$ cat config.mk
export PLATFORM = sky130hd
export DESIGN_NAME = iso8601_utc_to_epoch
export DESIGN_NICKNAME = d
export VERILOG_FILES = /design/src/design/i2e_pkg.sv /design/src/design/iso8601_utc_to_epoch.sv /design/src/design/i2e_front.sv /design/src/design/i2e_queue.sv /design/src/design/i2e_back.sv
export SDC_FILE = /design/constraint.sdc
export NUM_CORES = 2
export LEC_CHECK = 0
export ABC_AREA = 0
export BUFFER_PORTS_ARGS = -buffer_cell sky130_fd_sc_hd__buf_2
export CAP_MARGIN = 10
export CORE_MARGIN = 2
export CORE_UTILIZATION = 65
export DETAILED_ROUTE_END_ITERATION = 12
export PLACE_DENSITY = 0.79
export SKIP_LAST_GASP = 1
export SLEW_MARGIN = 25
export SYNTH_ARGS = -nofsm -noshare
export SYNTH_HDL_FRONTEND = slang
export SYNTH_HIERARCHICAL = 1
export SYNTH_SLANG_ARGS = --single-unit
export TNS_END_PERCENT = 50
$ cat constraint.sdc
create_clock -name clk -period 13.8 [get_ports clk]
set_input_delay 2.76 -clock clk [delete_from_list [all_inputs] [get_ports clk]]
set_output_delay 2.76 -clock clk [all_outputs]
set_load 0.02 [all_outputs]
$ cat src/design/i2e_pkg.sv
// Shared types, constants and lookup functions for the ISO 8601 timestamp
// to epoch converter. No dependencies.

package i2e_pkg;

  // Field accumulator width and its saturation limit
  localparam int VALUE_BITS = 12;
  localparam logic [VALUE_BITS-1:0] ACC_LIMIT = {VALUE_BITS{1'b1}};

  // Record queue between front and back
  localparam int QDEPTH    = 4;
  localparam int QPTR_BITS = $clog2(QDEPTH);

  // Day count width, enough for any 12-bit year
  localparam int DAYS_BITS = 20;

  // Configuration register indexes
  localparam logic CFG_MIN_YEAR = 1'b0;
  localparam logic CFG_MAX_YEAR = 1'b1;

  localparam logic [11:0] MIN_YEAR_RESET = 12'd2023;
  localparam logic [11:0] MAX_YEAR_RESET = 12'd2100;

  // Scanner phases
  localparam logic [3:0] PH_YEAR   = 4'd0;
  localparam logic [3:0] PH_MONTH  = 4'd1;
  localparam logic [3:0] PH_DAY    = 4'd2;
  localparam logic [3:0] PH_HOUR   = 4'd3;
  localparam logic [3:0] PH_MINUTE = 4'd4;
  localparam logic [3:0] PH_SECOND = 4'd5;
  localparam logic [3:0] PH_FRAC   = 4'd6;
  localparam logic [3:0] PH_ZULU   = 4'd7;
  localparam logic [3:0] PH_PLUS   = 4'd8;
  localparam logic [3:0] PH_END    = 4'd9;

  // Characters
  localparam logic [7:0] CH_NUL   = 8'h00;
  localparam logic [7:0] CH_TAB   = 8'h09;
  localparam logic [7:0] CH_CR    = 8'h0d;
  localparam logic [7:0] CH_SPACE = 8'h20;
  localparam logic [7:0] CH_PLUS  = 8'h2b;
  localparam logic [7:0] CH_MINUS = 8'h2d;
  localparam logic [7:0] CH_DOT   = 8'h2e;
  localparam logic [7:0] CH_ZERO  = 8'h30;
  localparam logic [7:0] CH_NINE  = 8'h39;
  localparam logic [7:0] CH_COLON = 8'h3a;
  localparam logic [7:0] CH_T     = 8'h54;
  localparam logic [7:0] CH_Z     = 8'h5a;

  localparam logic [2:0] PLUS_LEN = 3'd6;

  // One parsed string, handed from front to back
  typedef struct packed {
    logic [VALUE_BITS-1:0] year;
    logic [VALUE_BITS-1:0] month;
    logic [VALUE_BITS-1:0] day;
    logic [VALUE_BITS-1:0] hour;
    logic [VALUE_BITS-1:0] minute;
    logic [VALUE_BITS-1:0] second;
    logic                  bad;
  } i2e_rec_t;

  // Separator that ends each of the first five numbers
  function automatic logic [7:0] sep_char(input logic [2:0] idx);
    case (idx)
      3'd0, 3'd1: sep_char = CH_MINUS;
      3'd2:       sep_char = CH_T;
      default:    sep_char = CH_COLON;
    endcase
  endfunction

  // Characters of the "+00:00" tail
  function automatic logic [7:0] plus_char(input logic [2:0] pos);
    case (pos)
      3'd0:       plus_char = CH_PLUS;
      3'd3:       plus_char = CH_COLON;
      default:    plus_char = CH_ZERO;
    endcase
  endfunction

  // Days in a month of a common year
  function automatic logic [4:0] month_len(input logic [3:0] m);
    case (m)
      4'd2:                   month_len = 5'd28;
      4'd4, 4'd6, 4'd9, 4'd11: month_len = 5'd30;
      default:                month_len = 5'd31;
    endcase
  endfunction

  // Days before the first of a month in a common year
  function automatic logic [8:0] cum_days(input logic [3:0] m);
    case (m)
      4'd2:    cum_days = 9'd31;
      4'd3:    cum_days = 9'd59;
      4'd4:    cum_days = 9'd90;
      4'd5:    cum_days = 9'd120;
      4'd6:    cum_days = 9'd151;
      4'd7:    cum_days = 9'd181;
      4'd8:    cum_days = 9'd212;
      4'd9:    cum_days = 9'd243;
      4'd10:   cum_days = 9'd273;
      4'd11:   cum_days = 9'd304;
      4'd12:   cum_days = 9'd334;
      default: cum_days = 9'd0;
    endcase
  endfunction

endpackage

$ cat src/design/iso8601_utc_to_epoch.sv
// Top level of the ISO 8601 UTC timestamp to epoch converter.
// Depends on i2e_pkg, i2e_front, i2e_queue and i2e_back.
//
//   channel  | handshake           | payload
//   ---------+---------------------+----------------------------------------
//   input    | s_tvalid / s_tready | s_tdata = char_code, s_tlast = last
//   output   | m_tvalid / m_tready | m_tdata = epoch_seconds, m_tuser = ok
//   config   | cfg_we              | cfg_index, cfg_data (min/max year)
//
// One character word is taken every cycle while the record queue has room;
// the scanner updates its state once per character. A result leaves through
// a four-stage evaluator that runs one record per cycle unless the output stalls.
// Reset clears the scanner, the record queue and the pipeline, and loads the
// year limits with 2023 and 2100. A stalled output holds the evaluator; up to
// four finished strings wait in the queue, and s_tready drops when it is full.

module iso8601_utc_to_epoch
  import i2e_pkg::*;
(
  input  logic        clk,
  input  logic        rst,
  input  logic        s_tvalid,
  output logic        s_tready,
  input  logic [7:0]  s_tdata,   // [7:0] char_code
  input  logic        s_tlast,   // last
  output logic        m_tvalid,
  input  logic        m_tready,
  output logic [31:0] m_tdata,   // [31:0] epoch_seconds
  output logic        m_tuser,   // [0] ok
  input  logic        cfg_we,
  input  logic        cfg_index,
  input  logic [11:0] cfg_data
);

  logic     q_full, push, head_valid, pop_ready;
  i2e_rec_t push_rec, head_rec;

  i2e_front u_front (
    .clk      (clk),
    .rst      (rst),
    .s_tvalid (s_tvalid),
    .s_tready (s_tready),
    .s_tdata  (s_tdata),
    .s_tlast  (s_tlast),
    .q_full   (q_full),
    .push     (push),
    .push_rec (push_rec)
  );

  i2e_queue u_queue (
    .clk        (clk),
    .rst        (rst),
    .push       (push),
    .push_rec   (push_rec),
    .full       (q_full),
    .head_valid (head_valid),
    .pop_ready  (pop_ready),
    .head_rec   (head_rec)
  );

  i2e_back u_back (
    .clk        (clk),
    .rst        (rst),
    .cfg_we     (cfg_we),
    .cfg_index  (cfg_index),
    .cfg_data   (cfg_data),
    .head_valid (head_valid),
    .head_rec   (head_rec),
    .pop_ready  (pop_ready),
    .m_tvalid   (m_tvalid),
    .m_tready   (m_tready),
    .m_tdata    (m_tdata),
    .m_tuser    (m_tuser)
  );

endmodule

$ cat src/design/i2e_front.sv
// Character scanner: takes one character word per cycle while the queue has
// room and builds the six number fields and the tail state. Depends on i2e_pkg.

module i2e_front
  import i2e_pkg::*;
(
  input  logic        clk,
  input  logic        rst,
  input  logic        s_tvalid,
  output logic        s_tready,
  input  logic [7:0]  s_tdata,   // [7:0] char_code
  input  logic        s_tlast,   // last
  input  logic        q_full,
  output logic        push,
  output i2e_rec_t    push_rec
);

  logic [3:0]            phase, phase_next;
  logic [VALUE_BITS-1:0] fields [6];
  logic                  neg, neg_next;
  logic                  sgn, sgn_next;
  logic                  dig, dig_next;
  logic [2:0]            pos, pos_next;
  logic                  mal, mal_next;

  logic [VALUE_BITS-1:0] cur, val_next;
  logic                  val_we;
  logic [VALUE_BITS+3:0] prod;
  logic [7:0]            c;
  logic                  is_dig, is_spc, tail_c, tail_n, accept;

  assign c        = s_tdata;
  assign s_tready = !q_full;
  assign accept   = s_tvalid && s_tready;
  assign push     = accept && s_tlast;

  assign is_dig = (c >= CH_ZERO) && (c <= CH_NINE);
  assign is_spc = (c == CH_SPACE) || ((c >= CH_TAB) && (c <= CH_CR));
  assign tail_c = (phase == PH_ZULU) || (phase == PH_END) ||
                  ((phase == PH_PLUS) && (pos == PLUS_LEN));

  // Current field and its next decimal step, before saturation
  assign cur  = (phase <= PH_SECOND) ? fields[phase[2:0]] : '0;
  assign prod = ({4'b0, cur} << 3) + ({4'b0, cur} << 1) +
                (VALUE_BITS+4)'(c[3:0]);

  // Scan one character
  always_comb begin
    phase_next = phase;
    neg_next   = neg;
    sgn_next   = sgn;
    dig_next   = dig;
    pos_next   = pos;
    mal_next   = mal;
    val_next   = cur;
    val_we     = 1'b0;
    if (!mal) begin
      if (c == CH_NUL) begin
        if (tail_c) phase_next = PH_END;
        else mal_next = 1'b1;
      end else begin
        unique case (phase) inside
          PH_YEAR, PH_MONTH, PH_DAY, PH_HOUR, PH_MINUTE, PH_SECOND: begin
            if (!dig) begin
              if (!sgn && is_spc) begin
                // skip leading whitespace
              end else if (!sgn && ((c == CH_PLUS) || (c == CH_MINUS))) begin
                sgn_next = 1'b1;
                neg_next = (c == CH_MINUS);
              end else if (is_dig) begin
                dig_next = 1'b1;
                val_we   = 1'b1;
                val_next = VALUE_BITS'(c[3:0]);
              end else begin
                mal_next = 1'b1;
              end
            end else if (is_dig) begin
              val_we   = 1'b1;
              val_next = (prod > {4'b0, ACC_LIMIT}) ? ACC_LIMIT : prod[VALUE_BITS-1:0];
            end else if (neg && (cur != '0)) begin
              mal_next = 1'b1;
            end else if (phase != PH_SECOND) begin
              if (c == sep_char(phase[2:0])) begin
                phase_next = phase + 4'd1;
                dig_next   = 1'b0;
                sgn_next   = 1'b0;
                neg_next   = 1'b0;
              end else begin
                mal_next = 1'b1;
              end
            end else if (c == CH_DOT) begin
              phase_next = PH_FRAC;
              dig_next   = 1'b0;
            end else if (c == CH_Z) begin
              phase_next = PH_ZULU;
            end else if (c == CH_PLUS) begin
              phase_next = PH_PLUS;
              pos_next   = 3'd1;
            end else begin
              mal_next = 1'b1;
            end
          end
          PH_FRAC: begin
            if (is_dig) begin
              dig_next = 1'b1;
            end else if (dig && (c == CH_Z)) begin
              phase_next = PH_ZULU;
            end else if (dig && (c == CH_PLUS)) begin
              phase_next = PH_PLUS;
              pos_next   = 3'd1;
            end else begin
              mal_next = 1'b1;
            end
          end
          PH_PLUS: begin
            if ((pos < PLUS_LEN) && (c == plus_char(pos))) pos_next = pos + 3'd1;
            else mal_next = 1'b1;
          end
          PH_END: begin
            // text already ended
          end
          default: mal_next = 1'b1;
        endcase
      end
    end
  end

  assign tail_n = (phase_next == PH_ZULU) || (phase_next == PH_END) ||
                  ((phase_next == PH_PLUS) && (pos_next == PLUS_LEN));

  // Build the record from the state after this character
  always_comb begin
    push_rec.year   = (val_we && phase == PH_YEAR)   ? val_next : fields[0];
    push_rec.month  = (val_we && phase == PH_MONTH)  ? val_next : fields[1];
    push_rec.day    = (val_we && phase == PH_DAY)    ? val_next : fields[2];
    push_rec.hour   = (val_we && phase == PH_HOUR)   ? val_next : fields[3];
    push_rec.minute = (val_we && phase == PH_MINUTE) ? val_next : fields[4];
    push_rec.second = (val_we && phase == PH_SECOND) ? val_next : fields[5];
    push_rec.bad    = mal_next || !tail_n;
  end

  // Advance the scanner; clear it after the last character
  always_ff @(posedge clk) begin
    if (rst || push) begin
      phase <= PH_YEAR;
      neg   <= 1'b0;
      sgn   <= 1'b0;
      dig   <= 1'b0;
      pos   <= 3'd0;
      mal   <= 1'b0;
      for (int i = 0; i < 6; i++) fields[i] <= '0;
    end else if (accept) begin
      phase <= phase_next;
      neg   <= neg_next;
      sgn   <= sgn_next;
      dig   <= dig_next;
      pos   <= pos_next;
      mal   <= mal_next;
      if (val_we) fields[phase[2:0]] <= val_next;
    end
  end

endmodule

$ cat src/design/i2e_queue.sv
// Short record queue between the scanner and the evaluator.
// Depends on i2e_pkg.

module i2e_queue
  import i2e_pkg::*;
(
  input  logic     clk,
  input  logic     rst,
  input  logic     push,
  input  i2e_rec_t push_rec,
  output logic     full,
  output logic     head_valid,
  input  logic     pop_ready,
  output i2e_rec_t head_rec
);

  i2e_rec_t             slots [QDEPTH];
  logic [QPTR_BITS-1:0] wr_ptr, rd_ptr;
  logic [QPTR_BITS:0]   count;
  logic                 do_push, do_pop;

  assign full       = (count == (QPTR_BITS+1)'(QDEPTH));
  assign head_valid = (count != '0);
  assign head_rec   = slots[rd_ptr];
  assign do_push    = push && !full;
  assign do_pop     = head_valid && pop_ready;

  // Hold records in order; track fill level
  always_ff @(posedge clk) begin
    if (rst) begin
      wr_ptr <= '0;
      rd_ptr <= '0;
      count  <= '0;
    end else begin
      if (do_push) wr_ptr <= wr_ptr + 1'b1;
      if (do_pop)  rd_ptr <= rd_ptr + 1'b1;
      count <= count + (QPTR_BITS+1)'(do_push) - (QPTR_BITS+1)'(do_pop);
    end
  end

  always_ff @(posedge clk) begin
    if (do_push) slots[wr_ptr] <= push_rec;
  end

endmodule

$ cat src/design/i2e_back.sv
// Evaluator pipeline: range checks, leap years, day count and the epoch
// multiply, plus the year limit registers. Depends on i2e_pkg.

module i2e_back
  import i2e_pkg::*;
(
  input  logic        clk,
  input  logic        rst,
  input  logic        cfg_we,
  input  logic        cfg_index,
  input  logic [11:0] cfg_data,
  input  logic        head_valid,
  input  i2e_rec_t    head_rec,
  output logic        pop_ready,
  output logic        m_tvalid,
  input  logic        m_tready,
  output logic [31:0] m_tdata,
  output logic        m_tuser
);

  typedef struct packed {
    i2e_rec_t   rec;
    logic [5:0] yq;   // year / 100
    logic [9:0] lp;   // leap years up to year - 1
  } s1_t;

  typedef struct packed {
    logic                 good;
    logic [DAYS_BITS-1:0] yd;
    logic [8:0]           cum;
    logic [4:0]           day;
    logic [4:0]           hour;
    logic [5:0]           minute;
    logic [5:0]           second;
  } s2_t;

  typedef struct packed {
    logic                 good;
    logic [DAYS_BITS-1:0] days;
    logic [16:0]          hms;
  } s3_t;

  logic [11:0] min_year, max_year;
  logic        adv;
  logic        s1_valid, s2_valid, s3_valid;
  s1_t         s1, s1_in;
  s2_t         s2, s2_in;
  s3_t         s3, s3_in;
  logic [31:0] epoch_in;

  assign adv       = !m_tvalid || m_tready;
  assign pop_ready = adv;

  // Year limit registers
  always_ff @(posedge clk) begin
    if (rst) begin
      min_year <= MIN_YEAR_RESET;
      max_year <= MAX_YEAR_RESET;
    end else if (cfg_we) begin
      if (cfg_index == CFG_MIN_YEAR) min_year <= cfg_data;
      if (cfg_index == CFG_MAX_YEAR) max_year <= cfg_data;
    end
  end

  // Stage 1: divide the year by 100 through a reciprocal multiply, count leap years
  always_comb begin
    logic [VALUE_BITS-1:0] ym1;
    logic [VALUE_BITS+10:0] py, pm;
    logic [5:0] qm;
    ym1      = head_rec.year - 1'b1;
    py       = head_rec.year[VALUE_BITS-1:2] * 13'd5243;
    pm       = ym1[VALUE_BITS-1:2] * 13'd5243;
    qm       = pm[22:17];
    s1_in.rec = head_rec;
    s1_in.yq  = py[22:17];
    s1_in.lp  = ym1[VALUE_BITS-1:2] - 10'(qm) + 10'(qm[5:2]);
  end

  // Stage 2: leap year, range checks, month offset, whole-year days
  always_comb begin
    logic        leap;
    logic [12:0] hund;
    logic [5:0]  lim;
    logic [20:0] yrs;
    logic [3:0]  mo;
    hund = 13'(s1.yq) * 13'd100;
    leap = (s1.rec.year[1:0] == 2'b00) &&
           ((hund != 13'(s1.rec.year)) || (s1.yq[1:0] == 2'b00));
    mo   = s1.rec.month[3:0];
    lim  = 6'(month_len(mo)) + 6'((mo == 4'd2) && leap);
    yrs  = 21'(s1.rec.year - 12'd1970) * 21'd365;
    s2_in.good = !s1.rec.bad &&
                 (s1.rec.year >= min_year) && (s1.rec.year <= max_year) &&
                 (s1.rec.month >= 12'd1) && (s1.rec.month <= 12'd12) &&
                 (s1.rec.day >= 12'd1) && (s1.rec.day <= 12'(lim)) &&
                 (s1.rec.hour <= 12'd23) && (s1.rec.minute <= 12'd59) &&
                 (s1.rec.second <= 12'd59);
    s2_in.cum  = cum_days(mo) + 9'((mo > 4'd2) && leap);
    s2_in.yd   = (s1.rec.year > 12'd1970) ?
                 DAYS_BITS'(yrs) + DAYS_BITS'(s1.lp) - DAYS_BITS'(477) : '0;
    s2_in.day    = s1.rec.day[4:0];
    s2_in.hour   = s1.rec.hour[4:0];
    s2_in.minute = s1.rec.minute[5:0];
    s2_in.second = s1.rec.second[5:0];
  end

  // Stage 3: total days and seconds within the day
  always_comb begin
    s3_in.good = s2.good;
    s3_in.days = s2.yd + DAYS_BITS'(s2.cum) + DAYS_BITS'(s2.day) - DAYS_BITS'(1);
    s3_in.hms  = 17'(s2.hour) * 17'd3600 + 17'(s2.minute) * 17'd60 + 17'(s2.second);
  end

  // Stage 4: scale days to seconds, add the time of day, keep the low 32 bits
  always_comb begin
    logic [DAYS_BITS+16:0] dsec;
    dsec     = s3.days * 17'd86400;
    epoch_in = s3.good ? (dsec[31:0] + 32'(s3.hms)) : 32'd0;
  end

  // Advance the whole pipeline when the output register can take a word
  always_ff @(posedge clk) begin
    if (rst) begin
      s1_valid <= 1'b0;
      s2_valid <= 1'b0;
      s3_valid <= 1'b0;
      m_tvalid <= 1'b0;
    end else if (adv) begin
      s1_valid <= head_valid;
      s2_valid <= s1_valid;
      s3_valid <= s2_valid;
      m_tvalid <= s3_valid;
    end
  end

  always_ff @(posedge clk) begin
    if (adv) begin
      s1      <= s1_in;
      s2      <= s2_in;
      s3      <= s3_in;
      m_tdata <= epoch_in;
      m_tuser <= s3.good;
    end
  end

endmodule
# Yosys cells after proc, flatten, opt, wreduce, memory -nomap -nowiden
# Memory sizes are Yosys's and may differ from the RTL's. A register that Yosys moved wholly into a read port is not among the register bits.
# Index checks and enable logic that the tools add are counted.
dict set report totals {
  output_inout_bits 35
  romBits 144
  n_memories 3
  mem_bits_rw 364
  input_bits 27
  latchBits 0
  reg_bits 258
}
# name words width rd rd_ports_with_merged_regs write_ports line_no
set mem_list {}
lappend mem_list {u_queue.slots 4 73 1 1 1 i2e_queue.sv:17} ;# i2e_rec_t slots [QDEPTH];
lappend mem_list {{(no name shown)} 16 9 1 1 0 i2e_pkg.sv:92} ;# case (m)
lappend mem_list {u_front.fields 6 12 7 1 6 i2e_front.sv:19} ;# logic [VALUE_BITS-1:0] fields [6];
dict set report op_classes {
  n_bitwise 3
  multipliers 7
  muxes 117
  magnitude_cmp 18
  n_shift 0
  n_eq_ne 38
  reduce_logical 65
  n_addsub 22
  div 0
}
# operator count
set ops {}
lappend ops {{$mux 12} 17}
lappend ops {{$mux 8} 10}
lappend ops {{$mux 4} 15}
lappend ops {{$mux 1} 50}
lappend ops {{$mux 3} 16}
lappend ops {{$mul 10x13->23 const B} 2}
lappend ops {{$add 32x17->32} 1}
lappend ops {{$eq 8x6->1 const B} 4}
lappend ops {{$logic_and 1x1->1} 32}
lappend ops {{$eq 4x3->1 const B} 7}
lappend ops {{$mul 20x10->25 const B} 1}
lappend ops {{$eq 4x4->1 const B} 6}
lappend ops {{$ge 12x1->1 const B} 2}
lappend ops {{$le 12x6->1 const B} 2}
lappend ops {{$mul 21x9->20 const B} 1}
lappend ops {{$add 20x10->20} 1}
lappend ops {{$add 20x5->20} 1}
lappend ops {{$add 20x9->20} 1}
lappend ops {{$sub 20x1->20 const B} 1}
lappend ops {{$sub 20x9->20 const B} 1}
lappend ops {{$add 17x12->17} 1}
lappend ops {{$add 17x6->17} 1}
lappend ops {{$add 15x13->16} 1}
lappend ops {{$add 16x4->16} 1}
lappend ops {{64 further kinds} 95}

# Depth between registers and ports, before layout
dict set report logic_depth {
  word_depth 24
  ltp_mapped 43
  depth_no_buf 41
}

# Hierarchy
# The synthesis kept the hierarchy.
# mod cells_per_inst area_each_um2 n_inst seq_area_each_um2
set by_module_without_submodules {}
lappend by_module_without_submodules {i2e_back 2318 24459.7 1 7106.8}
lappend by_module_without_submodules {i2e_queue 430 11079.4 1 8948.6}
lappend by_module_without_submodules {i2e_front 763 7298.2 1 3163.0}

# Least setup slack after synthesis
# OpenSTA, ideal clock, no wires.
dict set report synth_timing {
  path_type {in2reg}
  start {in m_tready}
  end {reg with a tool-made name}
  arrival_time_ns 11.355
  path_buffers 1
  path_stages 6
  setup_ns 0.127
  path_slack_ns 2.319
  cell_sequence {nand2b_1 -> clkbuf_1 -> mux2i_1 -> ha_1 -> a211oi_1 -> a31oi_1}
}
# item line_no
set synth_rtl {}
lappend synth_rtl {{start: declaration} iso8601_utc_to_epoch.sv:27} ;# input logic m_tready,

==> results.sh <==
export IMPL_chipWidth_um=260.7
export IMPL_cp_max_fo=51
export IMPL_grt_pass1_vias=27460
export IMPL_worst_slew_pin_transition_ns=1.143
export IMPL_drive_gt1_frac=0.09528
export IMPL_path_class="flip-flop to flip-flop"
export IMPL_final_cell_mix="600 x sky130_fd_sc_hd__edfxtp_1, 562 x sky130_fd_sc_hd__inv_1, 505 x sky130_fd_sc_hd__ha_1"
export IMPL_mostFrequentLayoutCell="sky130_fd_sc_hd__edfxtp_1"
export IMPL_synth_ff_type="sky130_fd_sc_hd__edfxtp_1"
export IMPL_tritoncts_num_buffers=70
export IMPL_cts_setup_buffers=0
export IMPL_cts_max_level=3
export IMPL_netlist_area_leader_share=0.4206
export IMPL_n_antenna_cell=0
export IMPL_critical_path_startpoint_type="flip-flop"
export IMPL_worst_path_max_delay_cell="sky130_fd_sc_hd__buf_4"
export IMPL_max_cap_check_violation_count=0
export IMPL_design_portCount=62
export IMPL_die_area_sq_mm=0.06797
export IMPL_yosys_register_bits=660
export IMPL_syn_nets=4241
export IMPL_period_share=0.7729
export IMPL_first_iter_violations=2388
export IMPL_first_pass_iters=8
export IMPL_yosysSeqAreaShare=0.4486
export IMPL_timing_hold_worst_path_depth=0
export IMPL_grt_first_pass_wirelength_um=147100
export IMPL_n_fill_cell=4323
export IMPL_clkLatencyLatePin_ns=0.62
export IMPL_std_cell_rows=94
export IMPL_post_synth_top_area_cell="sky130_fd_sc_hd__edfxtp_1"
export IMPL_ys_types=98
export IMPL_report_final_setup_viol=0
export IMPL_max_stage_delay_ns=0.73
export IMPL_clock_tree_root_cell="sky130_fd_sc_hd__clkbuf_16"
export IMPL_grt_use_total=0.2793
export IMPL_place_hpwl_um=64450
export IMPL_clock_path_buffers=3
export IMPL_number_of_antenna_violations_at_the_first_check_in_global_routing=0
export IMPL_tritoncts_clock_tree="yes"
export IMPL_die_height_um=260.7
export IMPL_cts_hold_repair_buffers=0
export IMPL_syn_area_sq_mm=0.04284
export IMPL_synth_async_sr_flop_share=0
export IMPL_syn_avg_cell_area_sq_um=12.20
export IMPL_grt_max_degree=75
export IMPL_antenna_violating_nets_post_route=0
export IMPL_report_final_hold_viol_count=0
export IMPL_headroom_to_the_max_slew_limit=0.2349
export IMPL_worst_r2r_setup_slack_ns=3.13
export IMPL_wl_per_cell_um=20.52
export IMPL_clock_sinks=660
export IMPL_finalNetCount=4316
export IMPL_gp_congestion=0.9652
export IMPL_grt_overflow_total=0
export IMPL_required_ns=14.15
export IMPL_max_freq_ghz=0.09375
export IMPL_synth_enable_flop_cells=600
export IMPL_fin_tns_setup_ns=0
export IMPL_cts_repair_resized=0
export IMPL_finalCoreUtilization=0.7073
export IMPL_remaining_drc_errors=0
export IMPL_slew_viol_final=0
export IMPL_synthesis_instances=3511
export IMPL_status="complete, no violations"
export IMPL_start_util=0.6539
export IMPL_timing_final_crit_period_ns=10.67
export IMPL_crit_arrival_ns=11.02
export IMPL_place_port_buffers=61
export IMPL_ys_warnings_count=6
export IMPL_timing_critical_path_to_type="flip-flop"
export IMPL_placeableCoreArea_sq_mm=0.06551
export IMPL_synth_area_leaders="sky130_fd_sc_hd__edfxtp_1 42%, sky130_fd_sc_hd__ha_1 15%, sky130_fd_sc_hd__fa_1 9.3%"
export IMPL_dr_total_vias=27160
export IMPL_rr_worst_depth=34
export IMPL_areaGrowthSynthToFinish_pct=8.161
export IMPL_rsz0062_at_grt="false"
export IMPL_finalWirelength_um=92450
export IMPL_path_clk_slew_ns=0.07
export IMPL_route_detailed_vias_per_inst=6.028
export IMPL_min_delay_path_class="flip-flop to flip-flop"
export IMPL_skew_ns=0.02077
stage by stage:
step	worst slack [ns]	cell area [sq um]	cells	hold WS [ns]
after floorplan	2.319	42840	3511	0.4003
after global placement	3.003	43940	4378	0.4018
after detailed placement	2.894	43950	4378	0.4054
after CTS	2.786	46320	4506	0.4196
after global routing	2.338	46330	4506	0.4226
final	3.134	46330	4506	0.4198
cell families (layout without fill, tap and decap cells):
group                    count (synthesis)  count (layout)  share of synthesized area
buffers and inverters                  639             770                    0.06014
XOR/XNOR                               175             175                    0.03578
AO/OA/AOI/OAI                          476             476                    0.07454
flip-flops                             660             660                     0.4486
other                                    1               1                 0.00008754
multiplexers                           127             127                    0.05921
AND/OR/NAND/NOR                        729             729                    0.08135
adder cells (fa/ha/maj)                704             704                     0.2403
synth_stat cells (5+ instances only):
library cell,count
sky130_fd_sc_hd__edfxtp_1,600
sky130_fd_sc_hd__inv_1,562
sky130_fd_sc_hd__ha_1,505
sky130_fd_sc_hd__nor2_1,241
sky130_fd_sc_hd__nand2_1,199
sky130_fd_sc_hd__fa_1,198
sky130_fd_sc_hd__xnor2_1,126
sky130_fd_sc_hd__o21ai_0,117
sky130_fd_sc_hd__a21oi_1,113
sky130_fd_sc_hd__mux4_2,86
sky130_fd_sc_hd__dfxtp_1,60
sky130_fd_sc_hd__clkbuf_1,52
sky130_fd_sc_hd__a21o_1,49
sky130_fd_sc_hd__xor2_1,49
sky130_fd_sc_hd__nand3_1,46
sky130_fd_sc_hd__and2_1,32
sky130_fd_sc_hd__nor3_1,32
sky130_fd_sc_hd__nand4_1,31
sky130_fd_sc_hd__o21bai_1,25
sky130_fd_sc_hd__mux2i_1,22
sky130_fd_sc_hd__nand2b_1,21
sky130_fd_sc_hd__nor2b_1,21
sky130_fd_sc_hd__nor4_1,21
sky130_fd_sc_hd__and3_1,18
sky130_fd_sc_hd__a211oi_1,17
sky130_fd_sc_hd__o21a_1,14
sky130_fd_sc_hd__a31oi_1,13
sky130_fd_sc_hd__or2_2,13
sky130_fd_sc_hd__o211ai_1,12
sky130_fd_sc_hd__a211o_1,11
sky130_fd_sc_hd__mux4_1,11
sky130_fd_sc_hd__nand3b_1,11
sky130_fd_sc_hd__buf_2,10
sky130_fd_sc_hd__or3_1,9
sky130_fd_sc_hd__buf_12,8
sky130_fd_sc_hd__mux2_2,8
sky130_fd_sc_hd__o22ai_1,7
sky130_fd_sc_hd__o31ai_1,7
sky130_fd_sc_hd__or4_1,7
sky130_fd_sc_hd__a21boi_0,6
sky130_fd_sc_hd__a31o_2,6
sky130_fd_sc_hd__o21ai_2,6
sky130_fd_sc_hd__a311oi_1,5
sky130_fd_sc_hd__nor3b_1,5
sky130_fd_sc_hd__o311ai_0,5
area by class of cell:
| type | count | area, sq um | share of cell area |
|---|---|---|---|
| clock buffer | 77 | 1778 | 0.03837 |
| clock inverter | 51 | 594.3 | 0.01283 |
| inverter | 562 | 2110 | 0.04553 |
| multi-input combinational | 2212 | 21100 | 0.4553 |
| sequential | 660 | 19230 | 0.4149 |
| tap | 864 | 1081 | 0.02333 |
| timing repair buffer | 80 | 447.9 | 0.009668 |
path summary, 6_finish.rpt:
| check | startpoint | end |
|---|---|---|
| setup / recovery | flip-flop | u_back/s1[9] |
| hold / removal | u_back/s1[17] | u_back/s2[0] |
| setup reg to reg | flip-flop | u_back/s1[9] |
| hold reg to reg | u_back/s1[17] | u_back/s2[0] |
flip-flops by register name, indices dropped and copies added, names as in the netlist, named ones only:
| register | flops |
|---|---|
| u_queue/wr_ptr | 2 |
| u_back/s3 | 38 |
| u_back/m_tdata | 32 |
| u_back/s1 | 89 |
| u_back/max_year | 12 |
| u_back/m_tvalid | 1 |
| u_back/min_year | 12 |
| u_queue/count | 3 |
| u_front/pos | 3 |
| u_front/phase | 4 |
| u_front/fields | 96 |
| u_front/dig | 1 |
| u_queue/rd_ptr | 2 |
| u_front/neg | 1 |
| u_back/s2 | 52 |
| u_front/sgn | 1 |
| u_queue/slots | 292 |
| u_back/m_tuser | 1 |
| u_front/mal | 1 |
| u_back/s2_valid | 1 |
| u_back/s1_valid | 1 |
| u_back/s3_valid | 1 |
worst max-delay path: cells and delay by family (launching register included):
family	cells	cell delay, ns
AOI/OAI and AO/OA	13	2.92
muxes	1	0.47
DFF	1	0.65
xor gates and xnor gates	4	1.20
and+or+nand+nor	4	1.11
buffers and inverters	5	1.00
adders and majority gates	7	3.05
per-layer routing:
metal	up-vias	track usage	wire length, um
met5	-	0	0
met4	0	0.1083	3281
met3	222	0.04759	6804
met2	1136	0.4747	45630
met1	13250	0.3598	36740
li1	12550	-	-
Power is left out: the tool's default activity adds up to more than one toggle a clock period on the data nets, which glitch-free logic cannot reach.
